<file path="config.mk">
export PLATFORM = sky130hd
export DESIGN_NAME = crc_checked_frame_receiver_unit
export DESIGN_NICKNAME = d
export VERILOG_FILES = /design/src/rtl/crc_rx_pkg.sv /design/src/rtl/crc_rx_ram.sv /design/src/rtl/crc_rx_front.sv /design/src/rtl/crc_rx_queue.sv /design/src/rtl/crc_rx_back.sv /design/src/rtl/crc_checked_frame_receiver_unit.sv
export SDC_FILE = /design/constraint.sdc
export NUM_CORES = 2
export LEC_CHECK = 0
export BUFFER_PORTS_ARGS = -buffer_cell sky130_fd_sc_hd__buf_2
export CAP_MARGIN = 20
export CORE_AREA = 3 3 297 299
export DETAILED_ROUTE_END_ITERATION = 10
export DIE_AREA = 0 0 300 302
export PLACE_DENSITY_LB_ADDON = 0.1
export SLEW_MARGIN = 10
export SYNTH_ARGS = -nofsm -noshare
export SYNTH_HDL_FRONTEND = slang
export SYNTH_SLANG_ARGS = --single-unit
</file>
<file path="constraint.sdc">
create_clock -name clk_i -period 2.75 [get_ports clk_i]
set_input_delay 0.275 -clock clk_i [delete_from_list [all_inputs] [get_ports clk_i]]
set_output_delay 0.275 -clock clk_i [all_outputs]
set_load 0.03 [all_outputs]
</file>
<file path="src/rtl/crc_rx_pkg.sv">
`default_nettype none
// ----------------------------------------------------------------------------
// crc_rx_pkg
// Shared types, constants and the byte-wide CRC update for the frame receiver.
// ----------------------------------------------------------------------------
package crc_rx_pkg;

  localparam int unsigned MAX_PAYLOAD = 64;
  localparam int unsigned IDX_W       = $clog2(MAX_PAYLOAD);
  localparam int unsigned LEN_W       = 7;
  localparam int unsigned BYTE_W      = 8;
  // Two payload banks so one frame can drain while the next one is received.
  localparam int unsigned RAM_DEPTH   = 2 * MAX_PAYLOAD;
  localparam int unsigned ADDR_W      = IDX_W + 1;
  localparam int unsigned CFG_IDX_W   = 1;
  localparam int unsigned TDATA_W     = 32;

  localparam logic [15:0] CRC_INIT = 16'hFFFF;
  localparam logic [15:0] CRC_POLY = 16'h1021;
  localparam logic [15:0] CRC_MSB  = 16'h8000;

  localparam logic [CFG_IDX_W-1:0] CFG_START_BYTE = 1'b0;
  localparam logic [CFG_IDX_W-1:0] CFG_MAX_LENGTH = 1'b1;

  localparam logic [1:0] QUEUE_DEPTH = 2'd2;

  typedef enum logic [2:0] {
    PH_HUNT,
    PH_ID,
    PH_LEN,
    PH_DATA,
    PH_CHECK
  } parse_phase_e;

  typedef enum logic [1:0] {
    BK_IDLE,
    BK_READ,
    BK_SHOW
  } back_state_e;

  typedef struct packed {
    logic              bank;
    logic [BYTE_W-1:0] id;
    logic [LEN_W-1:0]  length;
  } frame_desc_t;

  typedef struct packed {
    logic              we;
    logic [ADDR_W-1:0] addr;
    logic [BYTE_W-1:0] data;
  } ram_wr_t;

  typedef struct packed {
    logic full;
    logic empty;
  } queue_stat_t;

  // CRC-16/CCITT-FALSE update with one byte, MSB first.
  function automatic logic [15:0] crc_feed(input logic [15:0] crc_in,
                                           input logic [BYTE_W-1:0] data);
    logic [15:0] c;
    c = crc_in ^ {data, 8'h00};
    for (int k = 0; k < 8; k++) begin
      if ((c & CRC_MSB) != 16'h0000) begin
        c = {c[14:0], 1'b0} ^ CRC_POLY;
      end else begin
        c = {c[14:0], 1'b0};
      end
    end
    return c;
  endfunction

endpackage
`default_nettype wire

</file>
<file path="src/rtl/crc_rx_ram.sv">
`default_nettype none
// ----------------------------------------------------------------------------
// crc_rx_ram
// Generic simple dual-port RAM: one write port, one read port, registered read.
// ----------------------------------------------------------------------------
module crc_rx_ram #(
  parameter int unsigned Width = 8,
  parameter int unsigned Depth = 128,
  localparam int unsigned AddrW = $clog2(Depth)
) (
  input  wire logic             clk_i,
  input  wire logic             we_i,
  input  wire logic [AddrW-1:0] waddr_i,
  input  wire logic [Width-1:0] wdata_i,
  input  wire logic [AddrW-1:0] raddr_i,
  output logic      [Width-1:0] rdata_o
);

  logic [Width-1:0] mem_q [Depth];

  always_ff @(posedge clk_i) begin
    if (we_i) begin
      mem_q[waddr_i] <= wdata_i;
    end
    rdata_o <= mem_q[raddr_i];
  end

endmodule
`default_nettype wire

</file>
<file path="src/rtl/crc_rx_front.sv">
`default_nettype none
// ----------------------------------------------------------------------------
// crc_rx_front
// Frame parser: hunts for the start byte, checks the length, stores the
// payload into the current bank and checks the CRC. A good frame is handed
// on as a descriptor and the bank flips.
// ----------------------------------------------------------------------------
module crc_rx_front (
  input  wire logic                         clk_i,
  input  wire logic                         rst_ni,
  input  wire logic [crc_rx_pkg::BYTE_W-1:0] cfg_start_byte_i,
  input  wire logic [crc_rx_pkg::LEN_W-1:0]  cfg_max_length_i,
  input  wire logic                         rx_valid_i,
  output logic                              rx_ready_o,
  input  wire logic [crc_rx_pkg::BYTE_W-1:0] rx_byte_i,
  input  wire crc_rx_pkg::queue_stat_t      q_stat_i,
  output crc_rx_pkg::ram_wr_t               ram_wr_o,
  output logic                              push_o,
  output crc_rx_pkg::frame_desc_t           desc_o
);
  import crc_rx_pkg::*;

  parse_phase_e      phase_q, phase_d;
  logic [LEN_W-1:0]  count_q, count_d;
  logic              crc_cnt_q, crc_cnt_d;
  logic [BYTE_W-1:0] id_q, id_d;
  logic [LEN_W-1:0]  len_q, len_d;
  logic [15:0]       crc_q, crc_d;
  logic [BYTE_W-1:0] rx_lo_q, rx_lo_d;
  logic              bank_q, bank_d;
  logic [LEN_W-1:0]  limit;
  logic              accept;

  assign rx_ready_o = !q_stat_i.full;
  assign accept     = rx_valid_i && rx_ready_o;
  assign limit      = (cfg_max_length_i < LEN_W'(MAX_PAYLOAD)) ? cfg_max_length_i
                                                                : LEN_W'(MAX_PAYLOAD);
  assign desc_o     = '{bank: bank_q, id: id_q, length: len_q};

  always_ff @(posedge clk_i or negedge rst_ni) begin
    if (!rst_ni) begin
      phase_q   <= PH_HUNT;
      count_q   <= '0;
      crc_cnt_q <= 1'b0;
      id_q      <= '0;
      len_q     <= '0;
      crc_q     <= CRC_INIT;
      rx_lo_q   <= '0;
      bank_q    <= 1'b0;
    end else begin
      phase_q   <= phase_d;
      count_q   <= count_d;
      crc_cnt_q <= crc_cnt_d;
      id_q      <= id_d;
      len_q     <= len_d;
      crc_q     <= crc_d;
      rx_lo_q   <= rx_lo_d;
      bank_q    <= bank_d;
    end
  end

  always_comb begin
    phase_d       = phase_q;
    count_d       = count_q;
    crc_cnt_d     = crc_cnt_q;
    id_d          = id_q;
    len_d         = len_q;
    crc_d         = crc_q;
    rx_lo_d       = rx_lo_q;
    bank_d        = bank_q;
    push_o        = 1'b0;
    ram_wr_o.we   = 1'b0;
    ram_wr_o.addr = {bank_q, count_q[IDX_W-1:0]};
    ram_wr_o.data = rx_byte_i;
    if (accept) begin
      unique case (phase_q)
        PH_HUNT: begin
          if (rx_byte_i == cfg_start_byte_i) begin
            crc_d   = crc_feed(CRC_INIT, rx_byte_i);
            phase_d = PH_ID;
          end
        end
        PH_ID: begin
          id_d    = rx_byte_i;
          crc_d   = crc_feed(crc_q, rx_byte_i);
          phase_d = PH_LEN;
        end
        PH_LEN: begin
          // The rejected length byte is consumed and not taken as a start byte.
          if (rx_byte_i == '0 || rx_byte_i > {1'b0, limit}) begin
            phase_d = PH_HUNT;
          end else begin
            len_d   = rx_byte_i[LEN_W-1:0];
            crc_d   = crc_feed(crc_q, rx_byte_i);
            count_d = '0;
            phase_d = PH_DATA;
          end
        end
        PH_DATA: begin
          ram_wr_o.we = 1'b1;
          crc_d       = crc_feed(crc_q, rx_byte_i);
          count_d     = count_q + LEN_W'(1);
          if (count_d >= len_q) begin
            crc_cnt_d = 1'b0;
            phase_d   = PH_CHECK;
          end
        end
        PH_CHECK: begin
          if (!crc_cnt_q) begin
            rx_lo_d   = rx_byte_i;
            crc_cnt_d = 1'b1;
          end else begin
            // The CRC arrives low byte first.
            if ({rx_byte_i, rx_lo_q} == crc_q) begin
              push_o = 1'b1;
              bank_d = !bank_q;
            end
            crc_cnt_d = 1'b0;
            phase_d   = PH_HUNT;
          end
        end
        default: begin
          phase_d = PH_HUNT;
        end
      endcase
    end
  end

endmodule
`default_nettype wire

</file>
<file path="src/rtl/crc_rx_queue.sv">
`default_nettype none
// ----------------------------------------------------------------------------
// crc_rx_queue
// Two-entry queue of accepted frame descriptors between parser and emitter.
// ----------------------------------------------------------------------------
module crc_rx_queue (
  input  wire logic                    clk_i,
  input  wire logic                    rst_ni,
  input  wire logic                    push_i,
  input  wire crc_rx_pkg::frame_desc_t desc_i,
  input  wire logic                    pop_i,
  output crc_rx_pkg::frame_desc_t      head_o,
  output crc_rx_pkg::queue_stat_t      stat_o
);
  import crc_rx_pkg::*;

  frame_desc_t entry_q [2];
  logic        wptr_q, rptr_q;
  logic [1:0]  cnt_q, cnt_d;

  assign head_o       = entry_q[rptr_q];
  assign stat_o.full  = (cnt_q == QUEUE_DEPTH);
  assign stat_o.empty = (cnt_q == 2'd0);

  always_comb begin
    cnt_d = cnt_q;
    if (push_i && !pop_i) begin
      cnt_d = cnt_q + 2'd1;
    end else if (pop_i && !push_i) begin
      cnt_d = cnt_q - 2'd1;
    end
  end

  always_ff @(posedge clk_i or negedge rst_ni) begin
    if (!rst_ni) begin
      wptr_q <= 1'b0;
      rptr_q <= 1'b0;
      cnt_q  <= 2'd0;
    end else begin
      cnt_q <= cnt_d;
      if (push_i) begin
        wptr_q <= !wptr_q;
      end
      if (pop_i) begin
        rptr_q <= !rptr_q;
      end
    end
  end

  always_ff @(posedge clk_i) begin
    if (push_i) begin
      entry_q[wptr_q] <= desc_i;
    end
  end

endmodule
`default_nettype wire

</file>
<file path="src/rtl/crc_rx_back.sv">
`default_nettype none
// ----------------------------------------------------------------------------
// crc_rx_back
// Frame emitter: walks the payload bank of the head descriptor and presents
// one result per payload byte from an output register.
// ----------------------------------------------------------------------------
module crc_rx_back (
  input  wire logic                          clk_i,
  input  wire logic                          rst_ni,
  input  wire crc_rx_pkg::frame_desc_t       head_i,
  input  wire crc_rx_pkg::queue_stat_t       q_stat_i,
  output logic                               pop_o,
  output logic [crc_rx_pkg::ADDR_W-1:0]      raddr_o,
  input  wire logic [crc_rx_pkg::BYTE_W-1:0] rdata_i,
  output logic                               out_valid_o,
  input  wire logic                          out_ready_i,
  output logic [crc_rx_pkg::BYTE_W-1:0]      frame_id_o,
  output logic [crc_rx_pkg::LEN_W-1:0]       frame_length_o,
  output logic [crc_rx_pkg::IDX_W-1:0]       byte_index_o,
  output logic [crc_rx_pkg::BYTE_W-1:0]      payload_byte_o,
  output logic                               last_o
);
  import crc_rx_pkg::*;

  back_state_e       state_q, state_d;
  logic [IDX_W-1:0]  idx_q, idx_d;
  logic              valid_q, valid_d;
  logic              load;
  logic [BYTE_W-1:0] id_q;
  logic [LEN_W-1:0]  len_q;
  logic [IDX_W-1:0]  oidx_q;
  logic [BYTE_W-1:0] data_q;
  logic              last_q;

  // The read address follows the next index so the registered read lines up.
  assign raddr_o        = {head_i.bank, idx_d};
  assign out_valid_o    = valid_q;
  assign frame_id_o     = id_q;
  assign frame_length_o = len_q;
  assign byte_index_o   = oidx_q;
  assign payload_byte_o = data_q;
  assign last_o         = last_q;

  always_ff @(posedge clk_i or negedge rst_ni) begin
    if (!rst_ni) begin
      state_q <= BK_IDLE;
      idx_q   <= '0;
      valid_q <= 1'b0;
    end else begin
      state_q <= state_d;
      idx_q   <= idx_d;
      valid_q <= valid_d;
    end
  end

  always_ff @(posedge clk_i) begin
    if (load) begin
      id_q   <= head_i.id;
      len_q  <= head_i.length;
      oidx_q <= idx_q;
      data_q <= rdata_i;
      last_q <= ({1'b0, idx_q} + LEN_W'(1)) == head_i.length;
    end
  end

  always_comb begin
    state_d = state_q;
    idx_d   = idx_q;
    valid_d = valid_q;
    load    = 1'b0;
    pop_o   = 1'b0;
    unique case (state_q)
      BK_IDLE: begin
        if (!q_stat_i.empty) begin
          idx_d   = '0;
          state_d = BK_READ;
        end
      end
      BK_READ: begin
        load    = 1'b1;
        valid_d = 1'b1;
        state_d = BK_SHOW;
      end
      BK_SHOW: begin
        if (out_ready_i) begin
          valid_d = 1'b0;
          if (last_q) begin
            pop_o   = 1'b1;
            state_d = BK_IDLE;
          end else begin
            idx_d   = idx_q + IDX_W'(1);
            state_d = BK_READ;
          end
        end
      end
      default: begin
        valid_d = 1'b0;
        state_d = BK_IDLE;
      end
    endcase
  end

endmodule
`default_nettype wire

</file>
<file path="src/rtl/crc_checked_frame_receiver_unit.sv">
`default_nettype none
// Input: one byte per cycle while the frame queue has room; the parser stalls
// only when two checked frames are still waiting to be drained.
// Output: a good frame's first result shows once its descriptor is queued, the emitter has
// left idle and the registered RAM read is loaded; the next is read once the last is taken.
// Reset clears the parser, queue, emitter and configuration (start byte 0xAA,
// limit 64); the payload RAM is not cleared.
// ----------------------------------------------------------------------------
// crc_checked_frame_receiver_unit
// Length-prefixed frame receiver with CRC-16/CCITT-FALSE check; parser and
// emitter are decoupled by a descriptor queue and a two-bank payload RAM.
// ----------------------------------------------------------------------------
module crc_checked_frame_receiver_unit (
  input  wire logic                             clk_i,
  input  wire logic                             rst_ni,
  input  wire logic                             cfg_we_i,
  input  wire logic [crc_rx_pkg::CFG_IDX_W-1:0] cfg_index_i,
  input  wire logic [crc_rx_pkg::BYTE_W-1:0]    cfg_wdata_i,
  input  wire logic                             s_axis_tvalid,
  output logic                                  s_axis_tready,
  input  wire logic [crc_rx_pkg::BYTE_W-1:0]    s_axis_tdata,  // rx_byte
  output logic                                  m_axis_tvalid,
  input  wire logic                             m_axis_tready,
  // frame_id[7:0], frame_length[14:8], byte_index[20:15], payload_byte[28:21], zeros
  output logic [crc_rx_pkg::TDATA_W-1:0]        m_axis_tdata,
  output logic                                  m_axis_tlast
);
  import crc_rx_pkg::*;

  logic [BYTE_W-1:0] start_byte_q;
  logic [LEN_W-1:0]  max_length_q;
  ram_wr_t           ram_wr;
  logic [ADDR_W-1:0] raddr;
  logic [BYTE_W-1:0] rdata;
  logic              q_push, q_pop;
  frame_desc_t       push_desc, head_desc;
  queue_stat_t       q_stat;
  logic [BYTE_W-1:0] frame_id;
  logic [LEN_W-1:0]  frame_length;
  logic [IDX_W-1:0]  byte_index;
  logic [BYTE_W-1:0] payload_byte;

  always_ff @(posedge clk_i or negedge rst_ni) begin
    if (!rst_ni) begin
      start_byte_q <= 8'hAA;
      max_length_q <= LEN_W'(MAX_PAYLOAD);
    end else if (cfg_we_i) begin
      unique case (cfg_index_i)
        CFG_START_BYTE: start_byte_q <= cfg_wdata_i;
        CFG_MAX_LENGTH: max_length_q <= cfg_wdata_i[LEN_W-1:0];
        default: ;
      endcase
    end
  end

  crc_rx_front u_front (
    .clk_i            (clk_i),
    .rst_ni           (rst_ni),
    .cfg_start_byte_i (start_byte_q),
    .cfg_max_length_i (max_length_q),
    .rx_valid_i       (s_axis_tvalid),
    .rx_ready_o       (s_axis_tready),
    .rx_byte_i        (s_axis_tdata),
    .q_stat_i         (q_stat),
    .ram_wr_o         (ram_wr),
    .push_o           (q_push),
    .desc_o           (push_desc)
  );

  crc_rx_ram #(
    .Width (BYTE_W),
    .Depth (RAM_DEPTH)
  ) u_ram (
    .clk_i   (clk_i),
    .we_i    (ram_wr.we),
    .waddr_i (ram_wr.addr),
    .wdata_i (ram_wr.data),
    .raddr_i (raddr),
    .rdata_o (rdata)
  );

  crc_rx_queue u_queue (
    .clk_i  (clk_i),
    .rst_ni (rst_ni),
    .push_i (q_push),
    .desc_i (push_desc),
    .pop_i  (q_pop),
    .head_o (head_desc),
    .stat_o (q_stat)
  );

  crc_rx_back u_back (
    .clk_i          (clk_i),
    .rst_ni         (rst_ni),
    .head_i         (head_desc),
    .q_stat_i       (q_stat),
    .pop_o          (q_pop),
    .raddr_o        (raddr),
    .rdata_i        (rdata),
    .out_valid_o    (m_axis_tvalid),
    .out_ready_i    (m_axis_tready),
    .frame_id_o     (frame_id),
    .frame_length_o (frame_length),
    .byte_index_o   (byte_index),
    .payload_byte_o (payload_byte),
    .last_o         (m_axis_tlast)
  );

  assign m_axis_tdata = {3'b000, payload_byte, byte_index, frame_length, frame_id};

`ifndef SYNTH
  // A checked frame is never handed to a full queue.
  assert property (@(posedge clk_i) disable iff (!rst_ni) q_push |-> !q_stat.full)
    else $error("descriptor pushed into full queue");

  // The emitter only retires a frame that is queued.
  assert property (@(posedge clk_i) disable iff (!rst_ni) q_pop |-> !q_stat.empty)
    else $error("descriptor popped from empty queue");

  // A shown result always belongs to a queued frame.
  assert property (@(posedge clk_i) disable iff (!rst_ni) m_axis_tvalid |-> !q_stat.empty)
    else $error("result shown without a queued frame");

  // After the last result of a frame is taken the output valid drops before any further result.
  assert property (@(posedge clk_i) disable iff (!rst_ni)
                   (m_axis_tvalid && m_axis_tready && m_axis_tlast) |=> !m_axis_tvalid)
    else $error("result shown directly after frame end");
`endif

endmodule
`default_nettype wire

</file>
# After elaboration in Yosys (flattened, before gate mapping)
# Memories as Yosys holds them, arrays and structs flattened. A register that Yosys moved wholly into a read port is not among the register bits.
# Index checks and enable logic that the tools add are counted.
[totals] word_cells=253 register_bits=109 ram_bits=1056 n_memories=2 latch_bits=0 mem_bits_ro=0 in_bits=22
[memory_table] memory="u_ram.mem_q" words=128 word_bits=8 rd=1 rd_ports_with_merged_regs=1 wr=1 line_no="crc_rx_ram.sv:19" text="logic [Width-1:0] mem_q [Depth];"
[memory_table] memory="u_queue.entry_q" words=2 word_bits=16 rd=1 rd_ports_with_merged_regs=0 wr=1 line_no="crc_rx_queue.sv:17" text="frame_desc_t entry_q [2];"
[classes] n_div=0 reduce_logical=30 shift=0 mux=140 n_bitwise=36 n_eq_ne=16 addsub=5 mul=0 magnitude_cmp=3
[ops] op="2-to-1 mux 16 bit" count=72
[ops] op="2-to-1 mux 13 bit" count=30
[ops] op="inverter 3 bit" count=30
[ops] op="one-hot mux 16 bit (4 select lines)" count=1
[ops] op="2-to-1 mux 1 bit" count=18
[ops] op="2-to-1 mux 6 bit" count=3
[ops] op="equality test 16 bit" count=1
[ops] op="inverter 16 bit" count=1
[ops] op="bitwise XOR 16 bit" count=1
[ops] op="one-hot mux 3 bit (5 select lines)" count=1
[ops] op="2-to-1 mux 7 bit" count=2
[ops] op="one-hot mux 7 bit (2 select lines)" count=1
[ops] op="one-hot mux 6 bit (2 select lines)" count=1
[ops] op="AND reduction 3 bit" count=4
[ops] op="AND reduction 4 bit" count=3
[ops] op="2-to-1 mux 2 bit" count=5
[ops] op="AND reduction 2 bit" count=5
[ops] op="2-to-1 mux 3 bit" count=3
[ops] op="equality test 8 bit" count=1
[ops] op="> comparator 8 x 7 -> 1 bit" count=1
[ops] op="zero test 8 bit" count=1
[ops] op="adder 6 x 1 -> 7 bit (second input constant)" count=1
[ops] op="adder 7 x 1 -> 7 bit (second input constant)" count=1
[ops] op="equality test 7 bit" count=1
[ops] op="other kinds (23)" count=42

# Depth between registers and ports, before layout
[logic_depth] depth_word=41 mapped_depth=15 depth_no_buf=11

# Cells and area by module
# From an unflattened synthesis, not the netlist that was laid out.
[unflattened] hier_cells=2178 hier_area_um2=46729.8
[by_module_without_submodules] mod="crc_rx_ram" cells_per_inst=1635 area_per_inst_um2=39665.5 n_inst=1
[by_module_without_submodules] mod="crc_rx_front" cells_per_inst=349 area_per_inst_um2=3557.2 n_inst=1
[by_module_without_submodules] mod="crc_rx_back" cells_per_inst=91 area_per_inst_um2=1476.4 n_inst=1
[by_module_without_submodules] mod="crc_rx_queue" cells_per_inst=66 area_per_inst_um2=1392.6 n_inst=1
[by_module_without_submodules] mod="crc_checked_frame_receiver_unit" cells_per_inst=37 area_per_inst_um2=638.1 n_inst=1

# Worst setup path after synthesis
# Ideal clock, no wire load.
[synth_path] path_type="flip-flop to flip-flop" from="register u_queue.cnt_q[0]" to="memory u_queue.entry_q[0][0] (netlist name), enable pin" setup_slack_ns=-0.392 t_required_ns=2.360 n_path_buf=1 stages_incl_launch_ff=8 period_less_slack_ns=3.142 arrival_ns=2.752 setup_time_ns=0.390 path_cell_list="dfrtp_1 > nand2b_1 > nand2_1 > or3_1 > nor4_1 > and4_1 > clkbuf_1 > nor2b_1"
[synth_between] elab_chain_cells=6
[synth_rtl] element="start: declaration" line_no="crc_rx_queue.sv:19" text="logic [1:0] cnt_q, cnt_d;"
[synth_rtl] element="start signal: assignment" line_no="crc_rx_queue.sv:40" text="cnt_q <= cnt_d;"
[synth_rtl] element="equality test 2 bit" line_no="crc_rx_queue.sv:22" text="assign stat_o.full = (cnt_q == QUEUE_DEPTH);"
[synth_rtl] element="zero test 1 bit" line_no="crc_rx_front.sv:34" text="assign rx_ready_o = !q_stat_i.full;"
[synth_rtl] element="named net s_axis_tready" line_no="crc_checked_frame_receiver_unit.sv:20" text="output logic s_axis_tready,"
[synth_rtl] element="logical AND 1 bit" line_no="crc_rx_front.sv:35" text="assign accept = rx_valid_i && rx_ready_o;"
[synth_rtl] element="2-to-1 mux 1 bit" line_no="crc_rx_front.sv:75" text="if (accept) begin"
[synth_rtl] element="named net q_push" line_no="crc_checked_frame_receiver_unit.sv:35" text="logic q_push, q_pop;"
[synth_rtl] element="2-to-1 mux 1 bit" line_no="crc_rx_queue.sv:51" text="if (push_i) begin"
[synth_rtl] element="2-to-1 mux 1 bit (implied by the code)" line_no="crc_rx_queue.sv:52" text="entry_q[wptr_q] <= desc_i;"
[synth_rtl] element="end: declaration" line_no="crc_rx_queue.sv:17"
# The timed path passes the listed nets, and every way through them passes these cells.

# Worst setup path after layout
[layout_path] from="register u_back.state_q[1]" to="register u_ram.rdata_o[2] (read register of u_ram.mem_q)"
[layout_between] elab_chain_cells=2 elab_cells_between_ends=3 cone_classes="1 x eq/ne; 1 x mux; 1 x reduce/logical"
[layout_rtl] element="start: declaration" line_no="crc_rx_back.sv:25" text="back_state_e state_q, state_d;"
[layout_rtl] element="start signal: assignment" line_no="crc_rx_back.sv:50" text="state_q <= state_d;"
[layout_rtl] element="equality test 2 bit / zero test 2 bit (equally long branches)" line_no="crc_rx_back.sv:72" text="unique case (state_q)"
[layout_rtl] element="one-hot mux 6 bit (2 select lines) *" line_no="crc_rx_back.sv:72"
[layout_rtl] element="end: declaration" line_no="crc_rx_ram.sv:16" text="output logic [Width-1:0] rdata_o"
# Mark *: on every way between the ends. The rest lies on a longest branch, timed or not.
# A chain may end at the register's enable or synchronous reset.

==> impl_metrics.env <==
export IMPL_syn_area_per_cell_um2=13.8
export IMPL_grt_util_all_layers=0.317
export IMPL_totalPowerFinal_mw=47.8
export IMPL_final_min_clock_period_ns=3.18
export IMPL_finalNetCount=4025
export IMPL_relSlewSlack=0.355
export IMPL_switchingPower_mw=14.1
export IMPL_rows=107
export IMPL_wirelength_um=146000
export IMPL_end_kind="flip-flop"
export IMPL_setup_ws_ns=-0.430
export IMPL_cts_reportedPaths_clkPinSlew_ns=0.06
export IMPL_final_hold_violation_count=4
export IMPL_synth_largest_area_cell="edfxtp_1"
export IMPL_gp_congestion=0.914
export IMPL_coreArea_um2=85400
export IMPL_clk_latency_ns=0.70
export IMPL_synth_edff_count=1086
export IMPL_rsz0062_at_grt="true"
export IMPL_grt_max_degree=129
export IMPL_area_growth_pct=21.1
export IMPL_crit_arrival_ns=3.78
export IMPL_drc_errors=0
export IMPL_synthAdderAreaFrac=0.00435
export IMPL_worst_setup_path_start_kind="flip-flop"
export IMPL_tritoncts="done"
export IMPL_finalClockSkew_ns=0.0259
export IMPL_antenna_left=0
export IMPL_final_common_cell="edfxtp_1"
export IMPL_power_switching_share=0.295
export IMPL_vias=33400
export IMPL_async_flop_share=0.0673
export IMPL_grt_pass1_wl_um=212000
export IMPL_layout_common_cells="edfxtp_1, buf_4, nand2_1"
export IMPL_p_clk_frac=0.324
export IMPL_hold_path_class="in -> async"
export IMPL_p_per_area_nw_per_um2=808
export IMPL_crit_type="reg -> reg"
export IMPL_start_util=0.572
export IMPL_dp_slack_ns=-0.862
export IMPL_synthesis_area_um2=48900
export IMPL_cts_sinks=1173
export IMPL_yosys_area_share_simple=0.116
export IMPL_worst_pin_slew_ns=0.968
export IMPL_die_w_um=300
export IMPL_ys_warn_count=0
export IMPL_n_fill_cell=5937
export IMPL_cp_required_ns=3.35
export IMPL_maxSlewViolCount=0
export IMPL_ios=57
export IMPL_synth_seq_area_share=0.712
export IMPL_antenna_found_initial=5
export IMPL_avgRoutedWirePerCell_um=27.9
export IMPL_gr_total_overflow=0
export IMPL_detail_route_iter0_violations=4434
export IMPL_maxCapViolations=0
export IMPL_synthFlopType="edfxtp_1"
export IMPL_root_buffer="clkbuf_16"
export IMPL_combPwrFrac=0.235
export IMPL_status="finished, violations left"
export IMPL_synth_xor_area_frac=0.0136
export IMPL_grt_pass1_vias=32400
export IMPL_post_route_period_util=1.16
export IMPL_h_tree_depth=3
export IMPL_fmax_ghz=0.314
export IMPL_critical_path_max_fanout=8
export IMPL_via_per_inst=6.39
export IMPL_die_h_um=302
export IMPL_synthMuxAreaShare=0.0249
export IMPL_ys_seq_elements=1173
export IMPL_leakagePower_nw=21.0
export IMPL_whs_ns=-0.00970
export IMPL_dp_hpwl_um=88800
export IMPL_vdd_drop_max_uv=772
export IMPL_pwr_share_seq=0.441
export IMPL_cts_buffer_depth=3
export IMPL_dr_pass1_iters=8
export IMPL_p_int_mw=33.7
export IMPL_cts_buffers=116
export IMPL_synthCells=3550
export IMPL_yosys_top_cells_area="edfxtp_1, dfrtp_1, nand2_1"
export IMPL_synth_cell_types=76
export IMPL_dieArea_um2=90600
export IMPL_failed_checks="hold timing, setup timing"
export IMPL_finalSetupViolations=8
export IMPL_drive_above_1_share=0.233
export IMPL_synth_top_cell_area_share=0.667
export IMPL_synth_top_family_by_area="simple AND/OR/NAND/NOR gates"
export IMPL_synth_compound_area_frac=0.102
export IMPL_io_buffers=53
registers in the layout, indices dropped and copies added, names as in the netlist, 2 cells and up:
name                   count
start_byte_q               8
u_back.frame_id_o          8
u_front.len_q              7
u_back.byte_index_o        6
u_back.state_q             2
u_queue.cnt_q              2
u_front.id_q               8
u_front.count_q            7
u_back.idx_q               6
u_queue.entry_q           32
u_ram.mem_q             1024
u_ram.rdata_o              8
max_length_q               7
u_back.payload_byte_o      8
u_front.crc_q             16
u_front.phase_q            3
u_back.frame_length_o      7
u_front.rx_lo_q            8
power by group through the flow:
stage | sequential (mW) | clock [mW] | combinational [mW]
finish | 21.1 | 15.5 | 11.2
global route | 21.1 | 16.4 | 11.9
CTS | 21.0 | 15.7 | 10.6
detailed placement | 21.4 | 0 | 9.97
global placement | 21.4 | 0 | 9.82
floorplan | 21.4 | 0 | 5.81
cell type report:
| type | instances | area, um^2 | area share |
|---|---|---|---|
| inverters | 22 | 115 | 0.00194 |
| clock inverters | 65 | 598 | 0.0101 |
| flip-flops and latches | 1173 | 34800 | 0.588 |
| well taps | 1144 | 1430 | 0.0242 |
| clock buffers | 152 | 3090 | 0.0522 |
| multi-input cells | 2087 | 13500 | 0.228 |
| repair buffers | 586 | 5660 | 0.0957 |
| diodes | 1 | 2.50 | 0.0000423 |
cells in the mapped netlist, types with 58 or more instances:
cell type and count:
o21ai_0 122, clkbuf_1 167, nand2_1 378, a211oi_1 122
a21oi_1 115, buf_2 58, a211o_1 109, edfxtp_1 1086
a31oi_1 71, dfrtp_1 58, mux2_2 63, nor2_1 179
nand3_1 252, and3_1 219
per-layer routing:
metal  share of wire  track usage
met1            0.38        0.426
met2            0.49        0.524
met3           0.094       0.0539
met4           0.038        0.120
met5         0.00020            0
through the flow:
| stage | utilization | std cells | TNS (ns) | hold WS, ns | instance area, um^2 |
|---|---|---|---|---|---|
| 6_report | 0.693 | 5230 | -3.09 | -0.00970 | 59200 |
| 5_1_grt | 0.693 | 5229 | -3.85 | 0.00509 | 59200 |
| 4_1_cts | 0.682 | 5189 | -3.23 | 0.00996 | 58300 |
| 3_5_place_dp | 0.626 | 4930 | -5.64 | 0.464 | 53400 |
| 3_3_place_gp | 0.626 | 4928 | -6.75 | 0.450 | 53400 |
| 2_1_floorplan | - | 3552 | 0 | -0.0206 | 48900 |
worst paths after layout:
check	slack [ns]	endpoint	cells past startpoint	start
setup reg to reg	-0.43	u_ram.rdata_o[2]$_DFF_P_	15	u_back.state_q[1]$_DFFE_PN0P_
min in group clk_i	0.05	u_back.out_valid_o$_DFFE_PN0P_	4	m_axis_tready
setup / recovery	-0.43	u_ram.rdata_o[2]$_DFF_P_	15	u_back.state_q[1]$_DFFE_PN0P_
hold reg to reg	0.48	u_queue.entry_q[0][13]$_DFFE_PP_	0	u_front.id_q[6]$_DFFE_PN0P_
hold / removal	-0.01	u_front.rx_lo_q[6]$_DFFE_PN0P_	2	rst_ni
max in group asynchronous	2.11	u_front.crc_q[1]$_DFFE_PN1P_	3	rst_ni
worst max-delay path, cell delays in order (launching register included):
cell and delay (ns):
dfrtp_2 0.43, or2_4 0.27, buf_6 0.13, o211ai_4 0.22, buf_12 0.18, buf_16 0.15
buf_16 0.14, buf_8 0.13, buf_4 0.11, nand3_1 0.08, nand3_1 0.16, a21oi_2 0.10
nor4_2 0.21, buf_4 0.20, nand4_1 0.23, nor4_1 0.32
cell families (layout without fill, tap and decap cells):
family	Yosys count	in the layout
and+or+nand+nor	1175	1175
DFF	1173	1173
AOI/OAI and AO/OA	708	708
buffers and inverters	292	825
other	1	4
muxes	108	108
adders and majority gates	17	17
xor gates and xnor gates	76	76
repair_timing:
action,in CTS,in global routing
cloned,12,5
hold buffers,13,0
pin swaps,39,54
endpoints found under the setup margin,10,29
endpoints found under the hold margin,80,0
resized for setup,116,107
setup buffers,20,36
No activity file was read; power rests on OpenSTA's default activity.
